**src/rtl/ufp_pkg.sv**
```systemverilog
`default_nettype none

package ufp_pkg;

    // Payload store geometry.
    localparam int MAX_PAYLOAD = 256;
    localparam int PAY_AW      = $clog2(MAX_PAYLOAD);
    localparam int POS_W       = $clog2(MAX_PAYLOAD + 1);

    // Configuration register indexes and reset values.
    localparam int         CFG_IDX_W       = 1;
    localparam logic [0:0] CFG_SYNC_FIRST  = 1'd0;
    localparam logic [0:0] CFG_SYNC_SECOND = 1'd1;
    localparam logic [7:0] SYNC_FIRST_RST  = 8'd181;
    localparam logic [7:0] SYNC_SECOND_RST = 8'd98;

    // Command codes.
    localparam logic [1:0] CMD_RECV    = 2'd0;
    localparam logic [1:0] CMD_RELEASE = 2'd1;
    localparam logic [1:0] CMD_READ    = 2'd2;

    // Error codes.
    localparam logic [2:0] ERR_NONE        = 3'd0;
    localparam logic [2:0] ERR_OVERRUN     = 3'd1;
    localparam logic [2:0] ERR_TOO_LONG    = 3'd2;
    localparam logic [2:0] ERR_CHECKSUM    = 3'd3;
    localparam logic [2:0] ERR_UNEXPECTED  = 3'd4;
    localparam logic [2:0] ERR_OUT_OF_SYNC = 3'd5;

    // Parser phases.
    localparam logic [3:0] PH_HUNT    = 4'd0;
    localparam logic [3:0] PH_SYNC1   = 4'd1;
    localparam logic [3:0] PH_SYNC2   = 4'd2;
    localparam logic [3:0] PH_CLASS   = 4'd3;
    localparam logic [3:0] PH_IDENT   = 4'd4;
    localparam logic [3:0] PH_LEN1    = 4'd5;
    localparam logic [3:0] PH_PAYLOAD = 4'd6;
    localparam logic [3:0] PH_CK_A    = 4'd7;
    localparam logic [3:0] PH_CK_B    = 4'd8;

    // Result of one transaction, without the payload read data.
    typedef struct packed {
        logic       frame_ready;
        logic       frame_event;
        logic       error_event;
        logic [2:0] last_error;
        logic [15:0] error_total;
        logic [7:0] frame_class;
        logic [7:0] frame_ident;
        logic [8:0] payload_length;
        logic       is_read;
        logic [3:0] parser_phase;
    } t_result;

endpackage

`default_nettype wire

```
**src/rtl/ufp_ram.sv**
```systemverilog
`default_nettype none

module ufp_ram #(
    parameter int WIDTH = 8,
    parameter int DEPTH = 256
) (
    input  wire logic                     i_clk,
    input  wire logic                     i_wr_en,
    input  wire logic [$clog2(DEPTH)-1:0] i_wr_addr,
    input  wire logic [WIDTH-1:0]         i_wr_data,
    input  wire logic                     i_rd_en,
    input  wire logic [$clog2(DEPTH)-1:0] i_rd_addr,
    output logic      [WIDTH-1:0]         o_rd_data
);

    logic [WIDTH-1:0] r_mem [DEPTH];

    // Single write port, registered read port that holds between reads.
    always_ff @(posedge i_clk) begin
        if (i_wr_en) begin
            r_mem[i_wr_addr] <= i_wr_data;
        end
        if (i_rd_en) begin
            o_rd_data <= r_mem[i_rd_addr];
        end
    end

endmodule

`default_nettype wire

```
**src/rtl/ufp_parser.sv**
```systemverilog
`default_nettype none

module ufp_parser (
    input  wire logic                  i_clk,
    input  wire logic                  i_rst_n,
    input  wire logic                  i_accept,
    input  wire logic [1:0]            i_command,
    input  wire logic [7:0]            i_data_byte,
    input  wire logic [7:0]            i_read_index,
    input  wire logic [7:0]            i_sync_first,
    input  wire logic [7:0]            i_sync_second,
    output logic                       o_wr_en,
    output logic [ufp_pkg::PAY_AW-1:0] o_wr_addr,
    output logic [7:0]                 o_wr_data,
    output logic                       o_rd_en,
    output logic [ufp_pkg::PAY_AW-1:0] o_rd_addr,
    output ufp_pkg::t_result           o_result
);

    import ufp_pkg::*;

    logic [3:0]       r_phase, n_phase;
    logic [7:0]       r_sum_a, n_sum_a;
    logic [7:0]       r_sum_b, n_sum_b;
    logic [7:0]       r_class, n_class;
    logic [7:0]       r_ident, n_ident;
    logic [15:0]      r_length, n_length;
    logic [POS_W-1:0] r_pos, n_pos;
    logic             r_ready, n_ready;
    logic [15:0]      r_err_count, n_err_count;
    logic [2:0]       r_err_code, n_err_code;

    logic             frame_ev;
    logic             error_ev;
    logic             read_ok;
    logic [POS_W-1:0] pos_inc;
    logic [15:0]      len_full;

    // Per-byte deframing step, release and payload read on the accepted transaction.
    always_comb begin
        n_phase     = r_phase;
        n_sum_a     = r_sum_a;
        n_sum_b     = r_sum_b;
        n_class     = r_class;
        n_ident     = r_ident;
        n_length    = r_length;
        n_pos       = r_pos;
        n_ready     = r_ready;
        n_err_count = r_err_count;
        n_err_code  = r_err_code;
        frame_ev    = 1'b0;
        error_ev    = 1'b0;
        read_ok     = 1'b0;
        o_wr_en     = 1'b0;
        pos_inc     = r_pos + 1'b1;
        len_full    = {i_data_byte, r_length[7:0]};

        if (i_accept) begin
            case (i_command)
                CMD_RECV: begin
                    if (r_phase < PH_CK_A) begin
                        n_sum_a = r_sum_a + i_data_byte;
                        n_sum_b = r_sum_b + n_sum_a;
                    end
                    case (r_phase)
                        PH_HUNT: begin
                            if (i_data_byte == i_sync_first) begin
                                n_phase = PH_SYNC1;
                            end
                        end
                        PH_SYNC1: begin
                            if (i_data_byte != i_sync_second) begin
                                error_ev   = 1'b1;
                                n_err_code = ERR_OUT_OF_SYNC;
                            end else begin
                                n_sum_a = '0;
                                n_sum_b = '0;
                                n_phase = PH_SYNC2;
                            end
                        end
                        PH_SYNC2: begin
                            if (r_ready) begin
                                error_ev   = 1'b1;
                                n_err_code = ERR_OVERRUN;
                            end else begin
                                n_class = i_data_byte;
                                n_phase = PH_CLASS;
                            end
                        end
                        PH_CLASS: begin
                            n_ident = i_data_byte;
                            n_phase = PH_IDENT;
                        end
                        PH_IDENT: begin
                            n_length = {8'd0, i_data_byte};
                            n_phase  = PH_LEN1;
                        end
                        PH_LEN1: begin
                            n_length = len_full;
                            if (32'(len_full) > MAX_PAYLOAD) begin
                                error_ev   = 1'b1;
                                n_err_code = ERR_TOO_LONG;
                            end else begin
                                n_pos   = '0;
                                n_phase = (len_full == 16'd0) ? PH_CK_A : PH_PAYLOAD;
                            end
                        end
                        PH_PAYLOAD: begin
                            o_wr_en = (32'(r_pos) < MAX_PAYLOAD);
                            n_pos   = pos_inc;
                            if (16'(pos_inc) >= r_length) begin
                                n_phase = PH_CK_A;
                            end
                        end
                        PH_CK_A: begin
                            if (i_data_byte != r_sum_a) begin
                                error_ev   = 1'b1;
                                n_err_code = ERR_CHECKSUM;
                            end else begin
                                n_phase = PH_CK_B;
                            end
                        end
                        PH_CK_B: begin
                            if (i_data_byte != r_sum_b) begin
                                error_ev   = 1'b1;
                                n_err_code = ERR_CHECKSUM;
                            end else begin
                                n_ready  = 1'b1;
                                n_phase  = PH_HUNT;
                                frame_ev = 1'b1;
                            end
                        end
                        default: begin
                            error_ev   = 1'b1;
                            n_err_code = ERR_UNEXPECTED;
                        end
                    endcase
                    // Every framing error resyncs and bumps the counter.
                    if (error_ev) begin
                        n_err_count = r_err_count + 16'd1;
                        n_phase     = PH_HUNT;
                    end
                end
                CMD_RELEASE: begin
                    n_ready = 1'b0;
                end
                CMD_READ: begin
                    read_ok = (32'(i_read_index) < MAX_PAYLOAD);
                end
                default: begin
                end
            endcase
        end
    end

    // Payload store access.
    assign o_wr_addr = r_pos[PAY_AW-1:0];
    assign o_wr_data = i_data_byte;
    assign o_rd_en   = read_ok;
    assign o_rd_addr = PAY_AW'(i_read_index);

    // Result fields reflect the state after this transaction.
    always_comb begin
        o_result.frame_ready    = n_ready;
        o_result.frame_event    = frame_ev;
        o_result.error_event    = error_ev;
        o_result.last_error     = n_err_code;
        o_result.error_total    = n_err_count;
        o_result.frame_class    = n_class;
        o_result.frame_ident    = n_ident;
        o_result.payload_length = (|n_length[15:9]) ? 9'd511 : n_length[8:0];
        o_result.is_read        = read_ok;
        o_result.parser_phase   = n_phase;
    end

    // Parser state registers.
    always_ff @(posedge i_clk) begin
        if (!i_rst_n) begin
            r_phase     <= PH_HUNT;
            r_sum_a     <= '0;
            r_sum_b     <= '0;
            r_class     <= '0;
            r_ident     <= '0;
            r_length    <= '0;
            r_pos       <= '0;
            r_ready     <= 1'b0;
            r_err_count <= '0;
            r_err_code  <= ERR_NONE;
        end else begin
            r_phase     <= n_phase;
            r_sum_a     <= n_sum_a;
            r_sum_b     <= n_sum_b;
            r_class     <= n_class;
            r_ident     <= n_ident;
            r_length    <= n_length;
            r_pos       <= n_pos;
            r_ready     <= n_ready;
            r_err_count <= n_err_count;
            r_err_code  <= n_err_code;
        end
    end

`ifndef SYNTHESIS
    // A reported error advances the error counter by exactly one.
    a_err_count: assert property (@(posedge i_clk) disable iff (!i_rst_n)
        (i_accept && error_ev) |=> (r_err_count == $past(r_err_count) + 16'd1))
        else $error("error counter did not advance on a framing error");

    // A completed frame leaves the ready flag set and the parser hunting.
    a_frame_ready: assert property (@(posedge i_clk) disable iff (!i_rst_n)
        (i_accept && frame_ev) |=> (r_ready && r_phase == PH_HUNT))
        else $error("completed frame did not set the ready flag");

    // While payload is collected the position stays below the length.
    a_pos_bound: assert property (@(posedge i_clk) disable iff (!i_rst_n)
        (r_phase == PH_PAYLOAD) |-> (16'(r_pos) < r_length))
        else $error("payload position passed the frame length");
`endif

endmodule

`default_nettype wire

```
**src/rtl/ufp_outq.sv**
```systemverilog
`default_nettype none

module ufp_outq (
    input  wire logic             i_clk,
    input  wire logic             i_rst_n,
    input  wire logic             i_push,
    input  wire ufp_pkg::t_result i_result,
    input  wire logic [7:0]       i_rd_data,
    input  wire logic             i_out_stall,
    output logic                  o_full,
    output logic                  o_out_valid,
    output ufp_pkg::t_result      o_result,
    output logic [7:0]            o_read_data
);

    import ufp_pkg::*;

    logic    r_s1_valid;
    t_result r_s1_res;
    logic    r_out_valid;
    t_result r_out_res;
    logic [7:0] r_out_rdata;
    logic    s1_move;

    // The first stage drains whenever the output register is free or being taken.
    assign s1_move = r_s1_valid && (!r_out_valid || !i_out_stall);
    assign o_full  = r_s1_valid && !s1_move;

    // Control: stage and output valid bits.
    always_ff @(posedge i_clk) begin
        if (!i_rst_n) begin
            r_s1_valid  <= 1'b0;
            r_out_valid <= 1'b0;
        end else begin
            if (i_push) begin
                r_s1_valid <= 1'b1;
            end else if (s1_move) begin
                r_s1_valid <= 1'b0;
            end
            if (s1_move) begin
                r_out_valid <= 1'b1;
            end else if (!i_out_stall) begin
                r_out_valid <= 1'b0;
            end
        end
    end

    // Payload: memory read data joins its result when it leaves the first stage.
    always_ff @(posedge i_clk) begin
        if (i_push) begin
            r_s1_res <= i_result;
        end
        if (s1_move) begin
            r_out_res   <= r_s1_res;
            r_out_rdata <= r_s1_res.is_read ? i_rd_data : 8'd0;
        end
    end

    assign o_out_valid = r_out_valid;
    assign o_result    = r_out_res;
    assign o_read_data = r_out_rdata;

`ifndef SYNTHESIS
    // A held first stage with a free output register always moves on.
    a_drain: assert property (@(posedge i_clk) disable iff (!i_rst_n)
        (r_s1_valid && !r_out_valid) |=> r_out_valid)
        else $error("first stage did not drain into a free output register");

    // New transactions are refused only while both stages are full.
    a_full: assert property (@(posedge i_clk) disable iff (!i_rst_n)
        o_full |-> (r_s1_valid && r_out_valid && i_out_stall))
        else $error("input refused with a free stage");

    // A stalled result stays on the outputs unchanged.
    a_hold: assert property (@(posedge i_clk) disable iff (!i_rst_n)
        (r_out_valid && i_out_stall) |=>
            (r_out_valid && $stable(r_out_res) && $stable(r_out_rdata)))
        else $error("stalled result changed on the outputs");
`endif

endmodule

`default_nettype wire

```
**src/rtl/ubx_frame_parser_top.sv**
```systemverilog
// UBX frame deframer with Fletcher-8 checking.
// Input channel (i_in_valid / o_in_stall): one transaction carries a command,
// a data byte and a read index. Command receive feeds one serial byte to the
// parser, release clears the held-frame flag, read fetches a stored payload
// byte. The payload sits in a 256-byte synchronous RAM.
// Output channel (o_out_valid / i_out_stall): one result per input
// transaction, in order, with flags, error code and counter, frame header
// fields, the payload length, the read byte and the parser phase.
// A result is registered in the first stage of the output queue, then in its
// output register. Throughput is one transaction per cycle while the receiver
// does not stall; the scalar state updates in the accept cycle, and the RAM
// read data is registered and joins its result as it leaves the first stage.
// When the receiver stalls, results fill a two-entry output queue; the input
// stalls only once both entries are full.
// Configuration (i_cfg_valid / o_cfg_ready) sets the two sync bytes and is
// always ready; write it only while the block is idle.
// Synchronous reset clears the parser to hunting, the counters to zero and
// the sync bytes to their defaults; the payload RAM is not cleared.
`default_nettype none

module ubx_frame_parser_top (
    input  wire logic                          i_clk,
    input  wire logic                          i_rst_n,
    input  wire logic                          i_cfg_valid,
    output logic                               o_cfg_ready,
    input  wire logic [ufp_pkg::CFG_IDX_W-1:0] i_cfg_index,
    input  wire logic [7:0]                    i_cfg_data,
    input  wire logic                          i_in_valid,
    output logic                               o_in_stall,
    input  wire logic [1:0]                    i_command,
    input  wire logic [7:0]                    i_data_byte,
    input  wire logic [7:0]                    i_read_index,
    output logic                               o_out_valid,
    input  wire logic                          i_out_stall,
    output logic                               o_frame_ready,
    output logic                               o_frame_event,
    output logic                               o_error_event,
    output logic [2:0]                         o_last_error,
    output logic [15:0]                        o_error_total,
    output logic [7:0]                         o_frame_class,
    output logic [7:0]                         o_frame_ident,
    output logic [8:0]                         o_payload_length,
    output logic [7:0]                         o_read_data,
    output logic [3:0]                         o_parser_phase
);

    import ufp_pkg::*;

    logic [7:0]        r_sync_first;
    logic [7:0]        r_sync_second;
    logic              accept;
    logic              full;
    logic              wr_en;
    logic [PAY_AW-1:0] wr_addr;
    logic [7:0]        wr_data;
    logic              rd_en;
    logic [PAY_AW-1:0] rd_addr;
    logic [7:0]        rd_data;
    t_result           step_res;
    t_result           out_res;

    // Configuration registers.
    assign o_cfg_ready = 1'b1;

    always_ff @(posedge i_clk) begin
        if (!i_rst_n) begin
            r_sync_first  <= SYNC_FIRST_RST;
            r_sync_second <= SYNC_SECOND_RST;
        end else if (i_cfg_valid) begin
            case (i_cfg_index)
                CFG_SYNC_FIRST:  r_sync_first  <= i_cfg_data;
                CFG_SYNC_SECOND: r_sync_second <= i_cfg_data;
                default: begin
                end
            endcase
        end
    end

    // Input handshake.
    assign o_in_stall = full;
    assign accept     = i_in_valid && !full;

    ufp_parser u_parser (
        .i_clk         (i_clk),
        .i_rst_n       (i_rst_n),
        .i_accept      (accept),
        .i_command     (i_command),
        .i_data_byte   (i_data_byte),
        .i_read_index  (i_read_index),
        .i_sync_first  (r_sync_first),
        .i_sync_second (r_sync_second),
        .o_wr_en       (wr_en),
        .o_wr_addr     (wr_addr),
        .o_wr_data     (wr_data),
        .o_rd_en       (rd_en),
        .o_rd_addr     (rd_addr),
        .o_result      (step_res)
    );

    ufp_ram #(
        .WIDTH (8),
        .DEPTH (MAX_PAYLOAD)
    ) u_payload_ram (
        .i_clk     (i_clk),
        .i_wr_en   (wr_en),
        .i_wr_addr (wr_addr),
        .i_wr_data (wr_data),
        .i_rd_en   (rd_en),
        .i_rd_addr (rd_addr),
        .o_rd_data (rd_data)
    );

    ufp_outq u_outq (
        .i_clk       (i_clk),
        .i_rst_n     (i_rst_n),
        .i_push      (accept),
        .i_result    (step_res),
        .i_rd_data   (rd_data),
        .i_out_stall (i_out_stall),
        .o_full      (full),
        .o_out_valid (o_out_valid),
        .o_result    (out_res),
        .o_read_data (o_read_data)
    );

    // Result fields.
    assign o_frame_ready    = out_res.frame_ready;
    assign o_frame_event    = out_res.frame_event;
    assign o_error_event    = out_res.error_event;
    assign o_last_error     = out_res.last_error;
    assign o_error_total    = out_res.error_total;
    assign o_frame_class    = out_res.frame_class;
    assign o_frame_ident    = out_res.frame_ident;
    assign o_payload_length = out_res.payload_length;
    assign o_parser_phase   = out_res.parser_phase;

endmodule

`default_nettype wire
```
**config.mk**
```make
export PLATFORM = sky130hd
export DESIGN_NAME = ubx_frame_parser_top
export DESIGN_NICKNAME = d
export VERILOG_FILES = /design/src/rtl/ufp_pkg.sv /design/src/rtl/ufp_ram.sv /design/src/rtl/ufp_parser.sv /design/src/rtl/ufp_outq.sv /design/src/rtl/ubx_frame_parser_top.sv
export SDC_FILE = /design/constraint.sdc
export NUM_CORES = 2
export LEC_CHECK = 0
export ABC_AREA = 0
export BUFFER_PORTS_ARGS = -buffer_cell sky130_fd_sc_hd__buf_4
export CAP_MARGIN = 20
export CORE_UTILIZATION = 40
export CTS_BUF_LIST = sky130_fd_sc_hd__clkbuf_8
export CTS_CLUSTER_DIAMETER = 50
export DETAILED_ROUTE_END_ITERATION = 12
export PLACE_DENSITY = 0.62
export SYNTH_ARGS = -nofsm -noshare
export SYNTH_HDL_FRONTEND = slang
export SYNTH_SLANG_ARGS = --single-unit
export TNS_END_PERCENT = 30
```
**constraint.sdc**
```tcl
create_clock -name i_clk -period 17.1 [get_ports i_clk]
set_input_delay 3.42 -clock i_clk [delete_from_list [all_inputs] [get_ports i_clk]]
set_output_delay 3.42 -clock i_clk [all_outputs]
set_load 0.01 [all_outputs]
```
==> reports/summary.log <==
qor: global_routing.grt_max_degree 152
qor: worst_setup_path.regToRegSetupSlack 12.84 ns
qor: synth.yosys_most_used_dff sky130_fd_sc_hd__edfxtp_1
qor: synth.synth.top_cell.area_share 0.742
qor: synth.synth_seq_cells 2266
qor: flow_run.maxCapViolCount 0
qor: route.antenna_left 0
qor: clocking.cts.htree.levels 5
qor: clocking.cts_hold_buffers 0
qor: cells_and_area.layout.nets 4794
qor: clocking.clkSinkCount 2266
qor: timing.max_slew_margin_vs_limit 0.216
qor: placed_design.place.gp.congestion 0.814
qor: synth.synth-xor-area-share 0.00588
qor: global_routing.first_global_vias 45400
qor: cells_and_area.register_area 67100 um2
qor: worst_setup_path.worst-setup-path-type input pin to register
qor: timing.slew_violations 0
qor: synth.netlist-cell-type-count 71
qor: global_routing.antenna_violations_before_repair 9
qor: route.post-route-drc-count 0
qor: floorplanning.die-area 221000 um2
qor: clocking.cts_setup_buffers 0
qor: synth.seq_area_frac_synth 0.765
qor: floorplanning.initial_core_util 0.403
qor: synth.netlist_area 87700 um2
qor: clocking.postCtsResizedCells 0
qor: timing.grt_setup_unrepaired no
qor: floorplanning.boundaryPins 94
qor: route.drt_first_iter_violations 5016
qor: clocking.clock_latency_reported_for_the_late_side_of_the_worst_skew_pair 1.07 ns
qor: worst_setup_path.crit_arrival 8.15 ns
qor: global_routing.first_pass_grt_wire_length 318000 um
qor: synth.yosysWarningCount 0
qor: synth.async_s_r_ff_share_synth 0
qor: worst_setup_path.setup.worst_path.end_class register
qor: floorplanning.die_height 470 um
qor: power.cell_leakage_power 31.1 nW
qor: worst_setup_path.start_kind input pin
qor: timing.fin_setup_tns 0 ns
qor: global_routing.grt_usage 0.197
qor: synth.synthesis.instances 4423
qor: cells_and_area.drive_gt1_frac 0.228
qor: route.routed_wirelength 220000 um
qor: floorplanning.core-area 218000 um2
qor: global_routing.grt-ovfl-total 0
qor: placed_design.placed_cells_incl_taps 7203
qor: cells_and_area.post_layout_nonfiller_instances 7855
qor: synth.synth_enable_flop_cells 2167
qor: power.pwr_density_cell 111 nW/um2
qor: synth.largest_family_of_logic_cells_by_synthesized_area multiplexers
qor: synth.post-synth-top-count-cell sky130_fd_sc_hd__edfxtp_1
qor: synth.synth_area_per_cell 19.8 um2
qor: run_status.run_status finished, final reports clean
qor: clocking.cts.path.max_buffers 4
qor: hold_path.class_of_the_most_critical_hold_timing_path register to register
qor: synth.syn-num-nets 4485
qor: power.vdd.ir_drop.worst 0.0624 mV
qor: synth.synthMuxAreaShare 0.137
qor: synth.ys_top_cells_by_area sky130_fd_sc_hd__edfxtp_1 (74%), sky130_fd_sc_hd__mux4_2 (12%), sky130_fd_sc_hd__dfxtp_1 (2.3%)
qor: cells_and_area.num-fill-cells 18300
qor: timing.period_share 0.429
qor: route.vias_per_cell 5.68
qor: cells_and_area.final_core_utilization 0.452
qor: synth.yosysTopAreaCell sky130_fd_sc_hd__edfxtp_1
qor: timing.finalHoldViolCount 0
qor: clocking.cts_root_buffer sky130_fd_sc_hd__clkbuf_8
qor: clocking.clk_pin_slew_worst_paths 0.06 ns
qor: clocking.clock_tree_from_tritoncts built
qor: synth.yosys.area_share.adder 0.00445
qor: placed_design.placement.io_buffers 92
qor: timing.fmaxAchievable 136 MHz
qor: cells_and_area.synthToLayoutAreaGrowth 12.0%
qor: timing.tightest_slew 1.17 ns
qor: placed_design.place_hpwl 129000 um
qor: timing.post-route-min-period 7.33 ns
qor: floorplanning.floorplan.rows 171
qor: route.routed-via-count 44600
qor: worst_setup_path.cp_max_fo 67
qor: clocking.cts_buffers 380
qor: timing.final-setup-viol-count 0
qor: route.firstDrtPassIters 5
qor: floorplanning.dieWidth 470 um
qor: cells_and_area.multi_input_area 19400 um2
qor: timing.skew 0.109 ns
qor: synth.post_synth_and_or_nand_nor_area_fraction 0.0380
qor: synth.synth.cells.most_frequent sky130_fd_sc_hd__edfxtp_1 (2167), sky130_fd_sc_hd__mux4_2 (467), sky130_fd_sc_hd__nor2_1 (353)
qor: synth.synth_compound_area_frac 0.0353
qor: route.detail_route.wl_per_cell 28.1 um
qor: worst_setup_path.cp_data_required_time 17.92 ns
-- final cells by class --
class                   count  area share
diodes                      3   0.0000764
multi-input cells        1876       0.198
inverters                  25    0.000955
clock buffers             394      0.0552
clock inverters           254      0.0118
flip-flops and latches   2266       0.682
repair buffers            183      0.0157
well taps                2854      0.0363
-- through the flow --
step	setup slack, ns	hold slack [ns]	power [mW]	instance area (um2)
after global placement	8.61	0.404	6.70	91600
after floorplan	8.80	0.400	6.48	87700
after CTS	9.75	0.373	11.0	98200
final	9.77	0.389	10.9	98300
after detailed placement	8.57	0.405	6.71	91600
after global routing	9.43	0.382	11.2	98300
-- placed cells by master, fill, tap and decap left out, types with 14 or more instances in the layout --
cell / instances
sky130_fd_sc_hd__a211oi_1: 52
sky130_fd_sc_hd__a21oi_1: 75
sky130_fd_sc_hd__a22o_1: 17
sky130_fd_sc_hd__a22oi_1: 110
sky130_fd_sc_hd__a31oi_1: 25
sky130_fd_sc_hd__and2_1: 51
sky130_fd_sc_hd__buf_4: 166
sky130_fd_sc_hd__clkbuf_8: 394
sky130_fd_sc_hd__clkinv_1: 76
sky130_fd_sc_hd__clkinv_2: 28
sky130_fd_sc_hd__dfxtp_1: 99
sky130_fd_sc_hd__edfxtp_1: 2167
sky130_fd_sc_hd__ha_1: 28
sky130_fd_sc_hd__inv_1: 158
sky130_fd_sc_hd__mux2_2: 16
sky130_fd_sc_hd__mux2i_1: 118
sky130_fd_sc_hd__mux4_2: 467
sky130_fd_sc_hd__nand2_1: 121
sky130_fd_sc_hd__nand2b_1: 18
sky130_fd_sc_hd__nand3_1: 53
sky130_fd_sc_hd__nor2_1: 351
sky130_fd_sc_hd__nor3_1: 28
sky130_fd_sc_hd__nor4_1: 25
sky130_fd_sc_hd__o21ai_0: 17
sky130_fd_sc_hd__o221ai_1: 18
sky130_fd_sc_hd__o22ai_1: 98
sky130_fd_sc_hd__xnor2_1: 43
sky130_fd_sc_hd__xor2_1: 14
-- registers in the layout (all words and copies together) (netlist names) --
register / flops
u_parser.r_err_count: 16
u_parser.r_sum_a: 8
u_parser.r_ident: 8
r_sync_second: 8
u_parser.r_length: 16
u_payload_ram.r_mem: 2048
u_outq.o_result: 51
u_parser.r_class: 8
u_outq.o_out_valid: 1
r_sync_first: 8
u_outq.r_s1_res: 52
u_parser.r_err_code: 3
u_outq.o_read_data: 8
u_parser.r_sum_b: 8
u_parser.r_ready: 1
u_payload_ram.o_rd_data: 8
u_parser.r_phase: 4
u_parser.r_pos: 9
u_outq.r_s1_valid: 1
-- kinds of logic (layout without fill, tap and decap cells) --
family	Yosys count	after routing
and+or+nand+nor	723	723
buffers and inverters	281	856
DFF	2266	2266
xor gates and xnor gates	58	58
muxes	609	609
AOI/OAI and AO/OA	455	455
adders and majority gates	30	30
other	1	4
-- routing by layer --
metal  global-route usage  routed length [um]
met1                0.269               90800
met2                0.314              106000
met3               0.0423               17300
met4               0.0657                6470
met5                    0                  26
-- critical path, cell delays in order --
cell	delay, ns
sky130_fd_sc_hd__buf_8	0.56
sky130_fd_sc_hd__buf_4	0.66
sky130_fd_sc_hd__buf_4	0.77
sky130_fd_sc_hd__buf_4	0.83
sky130_fd_sc_hd__mux4_2	0.60
sky130_fd_sc_hd__o22ai_1	0.25
sky130_fd_sc_hd__nor2_1	0.10
sky130_fd_sc_hd__a31oi_1	0.45
sky130_fd_sc_hd__nor2_1	0.11
sky130_fd_sc_hd__and4_1	0.22
-- power by group --
part	total [mW]	leakage [nW]	internal (mW)	switching [mW]
Combinational	0.486	6.88	0.170	0.316
Clock	4.28	3.86	2.19	2.09
Sequential	6.10	20.4	6.09	0.00871
Total	10.9	31.1	8.45	2.42
-- path summary, 6_finish.rpt --
path,from,to,depth (start not counted)
worst min-delay path,u_outq.r_s1_res[22],u_outq.o_result[22],0
worst min register to register,u_outq.r_s1_res[22],u_outq.o_result[22],0
worst max-delay path,i_read_index[0],u_payload_ram.o_rd_data[6],10
worst max register to register,u_parser.r_phase[2],u_payload_ram.r_mem[208][5],6
Power figures use the tool's default switching activity.
